==> config.mk <==
export PLATFORM = sky130hd
export DESIGN_NAME = compiled_bitmap_rank
export DESIGN_NICKNAME = d
export VERILOG_FILES = /design/src/hdl/cbr_pkg.sv /design/src/hdl/compiled_bitmap_rank.sv
export VERILOG_INCLUDE_DIRS = /design/src /design/src/hdl
export SDC_FILE = /design/constraint.sdc
export NUM_CORES = 2
export LEC_CHECK = 0
export BUFFER_PORTS_ARGS = -buffer_cell sky130_fd_sc_hd__buf_2
export CAP_MARGIN = 20
export CORE_UTILIZATION = 50
export DETAILED_ROUTE_END_ITERATION = 12
export PLACE_DENSITY = 0.67
export SETUP_SLACK_MARGIN = 0.02
export SLEW_MARGIN = 20
export SYNTH_ARGS = -nofsm -noshare
export SYNTH_HDL_FRONTEND = slang
export SYNTH_SLANG_ARGS = --single-unit
export TNS_END_PERCENT = 100
==> constraint.sdc <==
create_clock -name clk_i -period 15.2 [get_ports clk_i]
set_input_delay 1.52 -clock clk_i [delete_from_list [all_inputs] [get_ports clk_i]]
set_output_delay 1.52 -clock clk_i [all_outputs]
set_load 0.005 [all_outputs]
==> src/hdl/compiled_bitmap_rank_macros.svh <==
// Assertion macros shared by the compiled bitmap rank design.
`ifndef COMPILED_BITMAP_RANK_MACROS_SVH
`define COMPILED_BITMAP_RANK_MACROS_SVH

// Checks an implication on every rising edge of clk_i, disabled during reset.
`define CBR_ASSERT_IMP(label, ante, cons, msg) \
  label: assert property (@(posedge clk_i) disable iff (!rst_ni) (ante) |-> (cons)) \
    else $error(msg);

// Checks a plain condition on every rising edge of clk_i, disabled during reset.
`define CBR_ASSERT_NOW(label, expr, msg) \
  label: assert property (@(posedge clk_i) disable iff (!rst_ni) (expr)) \
    else $error(msg);

`endif

==> src/hdl/cbr_pkg.sv <==
// Types, constants and the popcount function of the compiled bitmap rank block.
`default_nettype none

package cbr_pkg;

  localparam int unsigned BmWords    = 16;
  localparam int unsigned WordW      = 32;
  localparam int unsigned SlotW      = $clog2(BmWords);
  localparam int unsigned BitW       = $clog2(WordW);
  localparam int unsigned IdxW       = 9;
  localparam int unsigned CntW       = $clog2(WordW + 1);
  localparam int unsigned GroupLanes = 4;
  localparam int unsigned Groups     = BmWords / GroupLanes;
  localparam int unsigned GrpW       = CntW + $clog2(GroupLanes);
  localparam int unsigned SumW       = GrpW + $clog2(Groups);
  localparam int unsigned KindW      = 2;
  localparam int unsigned UsedW      = 5;
  localparam int unsigned CfgIdxW    = 1;
  localparam int unsigned CfgDataW   = 5;

  localparam logic FUNC_WRITE = 1'b0;
  localparam logic FUNC_QUERY = 1'b1;

  localparam logic [CfgIdxW-1:0] CFG_CLASS_KIND   = 1'b0;
  localparam logic [CfgIdxW-1:0] CFG_WORDS_IN_USE = 1'b1;

  // Class kind 0 (none compiled) and the unused code 3 both give empty answers.
  localparam logic [KindW-1:0] KIND_SOME = 2'd1;
  localparam logic [KindW-1:0] KIND_ALL  = 2'd2;

  typedef struct packed {
    logic                func;
    logic [SlotW-1:0]    word_slot;
    logic [WordW-1:0]    word_value;
    logic [IdxW-1:0]     method_index;
  } item_t;

  typedef struct packed {
    logic                compiled;
    logic                has_offset;
    logic [IdxW-1:0]     offset_index;
    logic                range_error;
  } result_t;

  // Bit-parallel population count of one 32-bit word.
  function automatic logic [CntW-1:0] popcount32(input logic [WordW-1:0] v);
    logic [WordW-1:0] a;
    logic [WordW-1:0] b;
    logic [WordW-1:0] c;
    a = v - ((v >> 1) & 32'h5555_5555);
    b = (a & 32'h3333_3333) + ((a >> 2) & 32'h3333_3333);
    c = (b + (b >> 4)) & 32'h0F0F_0F0F;
    return CntW'(c[7:0] + c[15:8] + c[23:16] + c[31:24]);
  endfunction

endpackage

`default_nettype wire

==> src/hdl/compiled_bitmap_rank.sv <==
// Top level of the compiled bitmap rank block: bitmap store and three-stage rank pipeline.
//
// The block takes one item per clock and busy_o stays low. A bitmap word write
// takes effect at its accept edge, so a query accepted in the next cycle sees it.
// A query's result is on res_o with res_valid_o high for one cycle only, once it
// has passed the stage 1, stage 2 and output registers; the receiver cannot
// stall it and must take it then. Writes give no result. The result passes
// through the rank pipeline: masked popcount of every bitmap word, a sum over
// groups of four words, then the final sum and the output register.
`default_nettype none

module compiled_bitmap_rank (
  input  wire logic                          clk_i,
  input  wire logic                          rst_ni,
  input  wire logic                          start_i,
  output logic                               busy_o,
  input  wire cbr_pkg::item_t                item_i,
  input  wire logic                          cfg_we_i,
  input  wire logic [cbr_pkg::CfgIdxW-1:0]   cfg_idx_i,
  input  wire logic [cbr_pkg::CfgDataW-1:0]  cfg_wdata_i,
  output logic                               res_valid_o,
  output cbr_pkg::result_t                   res_o
);
  import cbr_pkg::*;

  `include "compiled_bitmap_rank_macros.svh"

  logic [KindW-1:0] class_kind_q;
  logic [UsedW-1:0] words_in_use_q;
  logic [WordW-1:0] bitmap_q [BmWords];

  logic accept;
  logic query;

  // Stage 1 signals.
  logic [SlotW-1:0] word_sel;
  logic [BitW-1:0]  bit_sel;
  logic [WordW-1:0] low_mask;
  logic [CntW-1:0]  lane_cnt_d [BmWords];
  logic             hit_d;
  logic             some_d;
  logic             rerr_d;

  logic             s1_valid_q;
  logic             s1_all_q;
  logic             s1_hit_q;
  logic             s1_rerr_q;
  logic [IdxW-1:0]  s1_idx_q;
  logic [CntW-1:0]  s1_cnt_q [BmWords];

  logic [GrpW-1:0]  grp_d [Groups];
  logic             s2_valid_q;
  logic             s2_all_q;
  logic             s2_hit_q;
  logic             s2_rerr_q;
  logic [IdxW-1:0]  s2_idx_q;
  logic [GrpW-1:0]  s2_grp_q [Groups];

  logic [SumW-1:0]  sum_d;
  result_t          res_d;
  logic             res_valid_q;
  result_t          res_q;

  assign busy_o = 1'b0;
  assign accept = start_i && !busy_o;
  assign query  = accept && (item_i.func == FUNC_QUERY);

  // Configuration registers.
  always_ff @(posedge clk_i or negedge rst_ni) begin
    if (!rst_ni) begin
      class_kind_q   <= '0;
      words_in_use_q <= '0;
    end else if (cfg_we_i) begin
      unique case (cfg_idx_i)
        CFG_CLASS_KIND:   class_kind_q   <= cfg_wdata_i[KindW-1:0];
        CFG_WORDS_IN_USE: words_in_use_q <= cfg_wdata_i[UsedW-1:0];
        default: ;
      endcase
    end
  end

  // Bitmap store; words hold no reset value.
  always_ff @(posedge clk_i) begin
    if (accept && (item_i.func == FUNC_WRITE)) begin
      bitmap_q[item_i.word_slot] <= item_i.word_value;
    end
  end

  // Stage 1: every word is masked to the bits below the queried index and counted.
  assign word_sel = item_i.method_index[IdxW-1:BitW];
  assign bit_sel  = item_i.method_index[BitW-1:0];
  assign low_mask = (WordW'(1) << bit_sel) - WordW'(1);
  assign some_d   = (class_kind_q == KIND_SOME);
  assign rerr_d   = some_d && ({1'b0, word_sel} >= words_in_use_q);

  always_comb begin
    hit_d = 1'b0;
    for (int w = 0; w < BmWords; w++) begin
      if (SlotW'(w) < word_sel) begin
        lane_cnt_d[w] = popcount32(bitmap_q[w]);
      end else if (SlotW'(w) == word_sel) begin
        lane_cnt_d[w] = popcount32(bitmap_q[w] & low_mask);
        hit_d         = bitmap_q[w][bit_sel];
      end else begin
        lane_cnt_d[w] = '0;
      end
    end
  end

  always_ff @(posedge clk_i or negedge rst_ni) begin
    if (!rst_ni) begin
      s1_valid_q <= 1'b0;
      s2_valid_q <= 1'b0;
      res_valid_q <= 1'b0;
    end else begin
      s1_valid_q  <= query;
      s2_valid_q  <= s1_valid_q;
      res_valid_q <= s2_valid_q;
    end
  end

  always_ff @(posedge clk_i) begin
    if (query) begin
      s1_all_q  <= (class_kind_q == KIND_ALL);
      s1_hit_q  <= some_d && !rerr_d && hit_d;
      s1_rerr_q <= rerr_d;
      s1_idx_q  <= item_i.method_index;
      s1_cnt_q  <= lane_cnt_d;
    end
  end

  // Stage 2: lane counts summed in groups of four.
  always_comb begin
    for (int g = 0; g < Groups; g++) begin
      grp_d[g] = '0;
      for (int l = 0; l < GroupLanes; l++) begin
        grp_d[g] = grp_d[g] + GrpW'(s1_cnt_q[g*GroupLanes + l]);
      end
    end
  end

  always_ff @(posedge clk_i) begin
    if (s1_valid_q) begin
      s2_all_q  <= s1_all_q;
      s2_hit_q  <= s1_hit_q;
      s2_rerr_q <= s1_rerr_q;
      s2_idx_q  <= s1_idx_q;
      s2_grp_q  <= grp_d;
    end
  end

  // Stage 3: final sum and result selection.
  always_comb begin
    sum_d = '0;
    for (int g = 0; g < Groups; g++) begin
      sum_d = sum_d + SumW'(s2_grp_q[g]);
    end
    res_d.compiled     = s2_all_q || s2_hit_q;
    res_d.has_offset   = s2_all_q || s2_hit_q;
    res_d.range_error  = s2_rerr_q;
    if (s2_all_q) begin
      res_d.offset_index = s2_idx_q;
    end else if (s2_hit_q) begin
      res_d.offset_index = sum_d[IdxW-1:0];
    end else begin
      res_d.offset_index = '0;
    end
  end

  always_ff @(posedge clk_i) begin
    if (s2_valid_q) begin
      res_q <= res_d;
    end
  end

  assign res_valid_o = res_valid_q;
  assign res_o       = res_q;

  `CBR_ASSERT_IMP(a_query_gives_result, query, ##3 res_valid_o,
                  "query transfer lost its result")
  `CBR_ASSERT_IMP(a_result_has_query, res_valid_o, $past(query, 3),
                  "result without a query transfer")
  `CBR_ASSERT_IMP(a_no_offset_is_zero, res_valid_o && !res_o.has_offset,
                  res_o.offset_index == '0, "offset not zero without offset")
  `CBR_ASSERT_IMP(a_range_error_alone, res_valid_o && res_o.range_error,
                  !res_o.compiled && !res_o.has_offset, "range error with compiled method")

endmodule

`default_nettype wire

==> impl_results.md <==
- Synth cell types: between 90 and 100
- GPL Wtd Cong: 0.999
- Fin crit period: 10,780 ps
- Met2 wire length: approximately 150,000 µm
- Final Instance Area: between 100,000 and 150,000 µm²
- Share of cells above drive strength 1: 0.0551
- Via count: 81,800
- Most frequent cells in the layout: ha_1 (2,102), inv_1 (1,696), xnor2_1 (788), nand2_1 (782), edfxtp_1 (675)
- Clock-pin slew on the worst setup and hold paths: around 60 ps
- PwrDens: 153 nW/µm²
- Max FO, Critical Path: 24
- CP Data Required Time: 15,700 ps
- Vias per std cell: about 6
- Main flop type after synthesis: edfxtp_1
- I/O pins: 70
- Dominant cells by area after synthesis: ha_1 (25%), edfxtp_1 (20%), fa_1 (13%)
- Worst Skew: between 30 and 40 ps
- RSZ-0062 raised after global routing: no
- Met3 wire length: 37,800 µm
- Hold/Removal Path Class: reg -> reg
- Arr. time, crit path: roughly 11,000 ps
- Initial Utilization: 0.504
- CTS Root Cell: clkbuf_16
- Register area share after synthesis: 0.198
- HP Start: s2_rerr_q$_DFFE_PP_
- Cells after Synth: 10,700
- Sink Count: 685
- Top-area cell type share of the netlist area: 0.254
- Slew Limit Fails: 0
- R2R depth: 24
- # setup viols final: 0
- Htree depth: 3
- Gr usage total: 0.323
- Max incr delay on CP: about 740 ps
- Outcome: finished clean
- Worst Path Buf+Inv: 5
- Sum Neg Setup Slack: 0 ps
- Worst r2r src: bitmap_q[8][3]$_DFFE_PP_
- Drt pass-1 iters: 6
- CP max-delay cell: o32ai_4
- Final ANT Viol Nets: 0
- Top sig layer: met5
- Final hold vios: 0
- Number of global-route vias before repair: 80,400
- Synth area leader: ha_1
- Power after layout: 16.9 mW
- Post-synth EDFFs: about 680
- Syn Std Cell Area: 103,000 µm²
- Rel. slew slack: 0.187
- WL met1: 133,000 µm
- Die Area: ~210,000 µm²
- Worst setup SP type: input pin
- Transition time of the tightest slew-check pin: roughly 1200 ps
- Port Buffers: 68
- P&R area growth vs syn: 7.21%
- Cts bufs inserted: a little under 90
- CTS Buffer Depth: 3
- Nets: between 10,000 and 15,000
- #FFs+latches synth: 685
- Reg2Reg Setup Slack: 8130 ps
- WL per Instance: ~25 µm
- Final Cycle Share: 0.709
- Synth Warn #: 0
- Ys async rst share: 0.0146
- Max VDD drop: ~0.00023 V
- Iter 0 DRT Violations: 9,271
- CTS tree: done
- Placed Area: approximately 110,000 µm²
- CTS-repair resized insts: 0
- WS Path Type: in -> reg
- Worst r2r dst: s1_cnt_q[47]$_DFFE_PP_
- Grt ovf: 0
- Largest net degree at the start of global routing: 62
- Chip width: ~460 µm
- Final worst setup slack: 4420 ps
- CTS Hold Bufs: 0
- Post-place setup slack: between 3000 and 4000 ps
- HPWL after DPL: roughly 260,000 µm
- DRC viols: 0
- Post-Route WL: 341,000 µm
- Row count: between 150 and 200
- Hold Path End: res_o[0]$_DFFE_PP_
- Global-route wire length before repair: 501,000 µm
- Fmax: around 90 MHz
- Die outline height: 457 µm
- Antenna violations before repair: between 50 and 60
- Commonest non-fill, non-tap cell in the layout: ha_1
- Crit. End Element: flop
- Worst-Skew Late Latency: around 750 ps
- Most Frequent Cell on Critical Path: fa_1
- Mean Syn Cell Area: about 9.7 µm²
- P_leak: 53.4 nW
- Post-CTS Setup Inserts: 0
- Core area: 205,000 µm²
- MaxCap Viol Count: 0
- CP top delay family: adder cells
- Hold Crit Depth: 0
through the flow:
stage | util | cells | hold WS [ps]
2_1_floorplan | - | 10700 | 400
3_3_place_gp | 0.525 | 13400 | 402
3_5_place_dp | 0.525 | 13400 | 405
4_1_cts | 0.539 | 13600 | 417
5_1_grt | 0.540 | 13600 | 427
6_report | 0.541 | 13700 | 419
state kept, by name, indices dropped and copies added (netlist names):
register	cells
bitmap_q	512
class_kind_q	2
res_o	11
res_valid_o	1
s1_all_q	1
s1_cnt_q	96
s1_hit_q	1
s1_idx_q	9
s1_rerr_q	1
s1_valid_q	1
s2_all_q	1
s2_grp_q	32
s2_hit_q	1
s2_idx_q	9
s2_rerr_q	1
s2_valid_q	1
words_in_use_q	5
Yosys cell counts, types with 48 or more instances:
cell and instances:
a21oi_1 567, nor2_1 525, a211oi_1 86, o21ai_0 347
nor2b_1 115, o211ai_1 110, nor3_1 96, xor2_1 260
nand3_1 106, clkbuf_1 85, ha_1 2103, edfxtp_1 675
fa_1 666, buf_2 48, nand2b_1 108, inv_1 1696
mux4_2 155, o21bai_1 86, a21o_1 342, a21boi_0 122
nand2_1 782, xnor2_1 789, a31oi_1 81
worst reg2reg max path, stage by stage, from the launching register on:
cell and delay [ps]:
edfxtp_1 460, inv_1 160, ha_1 330, inv_1 60
a211o_1 290, a2111oi_0 690, o21ai_0 460, a21oi_1 340
a21oi_1 130, nor3_1 220, nor2_1 60, o21ai_0 140
nand2_1 100, fa_1 520, fa_1 530, inv_1 50
fa_1 480, inv_1 60, fa_1 540, ha_1 180
inv_1 60, fa_1 370, nor2b_1 280, o21ai_0 160
a221oi_1 250
cell type report:
class	count	area [µm²]
fillers	18200	94300
diodes	87	218
well taps	2688	3360
flip-flops and latches	685	20500
inverters	1699	6380
clock inverters	58	603
repair buffers	187	1320
multi-input cells	8149	76300
clock buffers	103	2280
worst max-delay path by stage:
stage          cells after the start      start  slack, ps                     end
3_3_place_gp                      32  item_i[4]       3850  s1_cnt_q[65]$_DFFE_PP_
2_1_floorplan                     36  item_i[0]       4700  s1_cnt_q[65]$_DFFE_PP_
3_5_place_dp                      32  item_i[4]       3800  s1_cnt_q[65]$_DFFE_PP_
4_1_cts                           32  item_i[4]       4580  s1_cnt_q[65]$_DFFE_PP_
5_1_grt                           32  item_i[4]       4070  s1_cnt_q[65]$_DFFE_PP_
6_report                          32  item_i[4]       4420  s1_cnt_q[65]$_DFFE_PP_
where the power goes:
group	switching, mW	leakage [nW]	internal (mW)	total (mW)
Combinational	6.97	45.7	5.24	12.2
Clock	0.965	1.40	1.23	2.20
Sequential	0.142	6.33	2.40	2.54
Total	8.07	53.4	8.87	16.9
metal layers:
layer,vias up,global-route usage
met5,-,0
met4,16,0.187
met2,4242,0.495
li1,36900,-
met3,828,0.0622
met1,39800,0.424
cells by family after synthesis:
kind of cell             after synthesis  synth area share
adder cells (fa/ha/maj)             2769             0.383
AO/OA/AOI/OAI                       2137             0.136
AND/OR/NAND/NOR                     1986            0.0881
buffers and inverters               1865            0.0684
XOR/XNOR                            1049            0.0888
flip-flops                           685             0.198
multiplexers                         191            0.0374
other                                  2         0.0000726
Note: power is estimated with default switching activity, not from simulation.
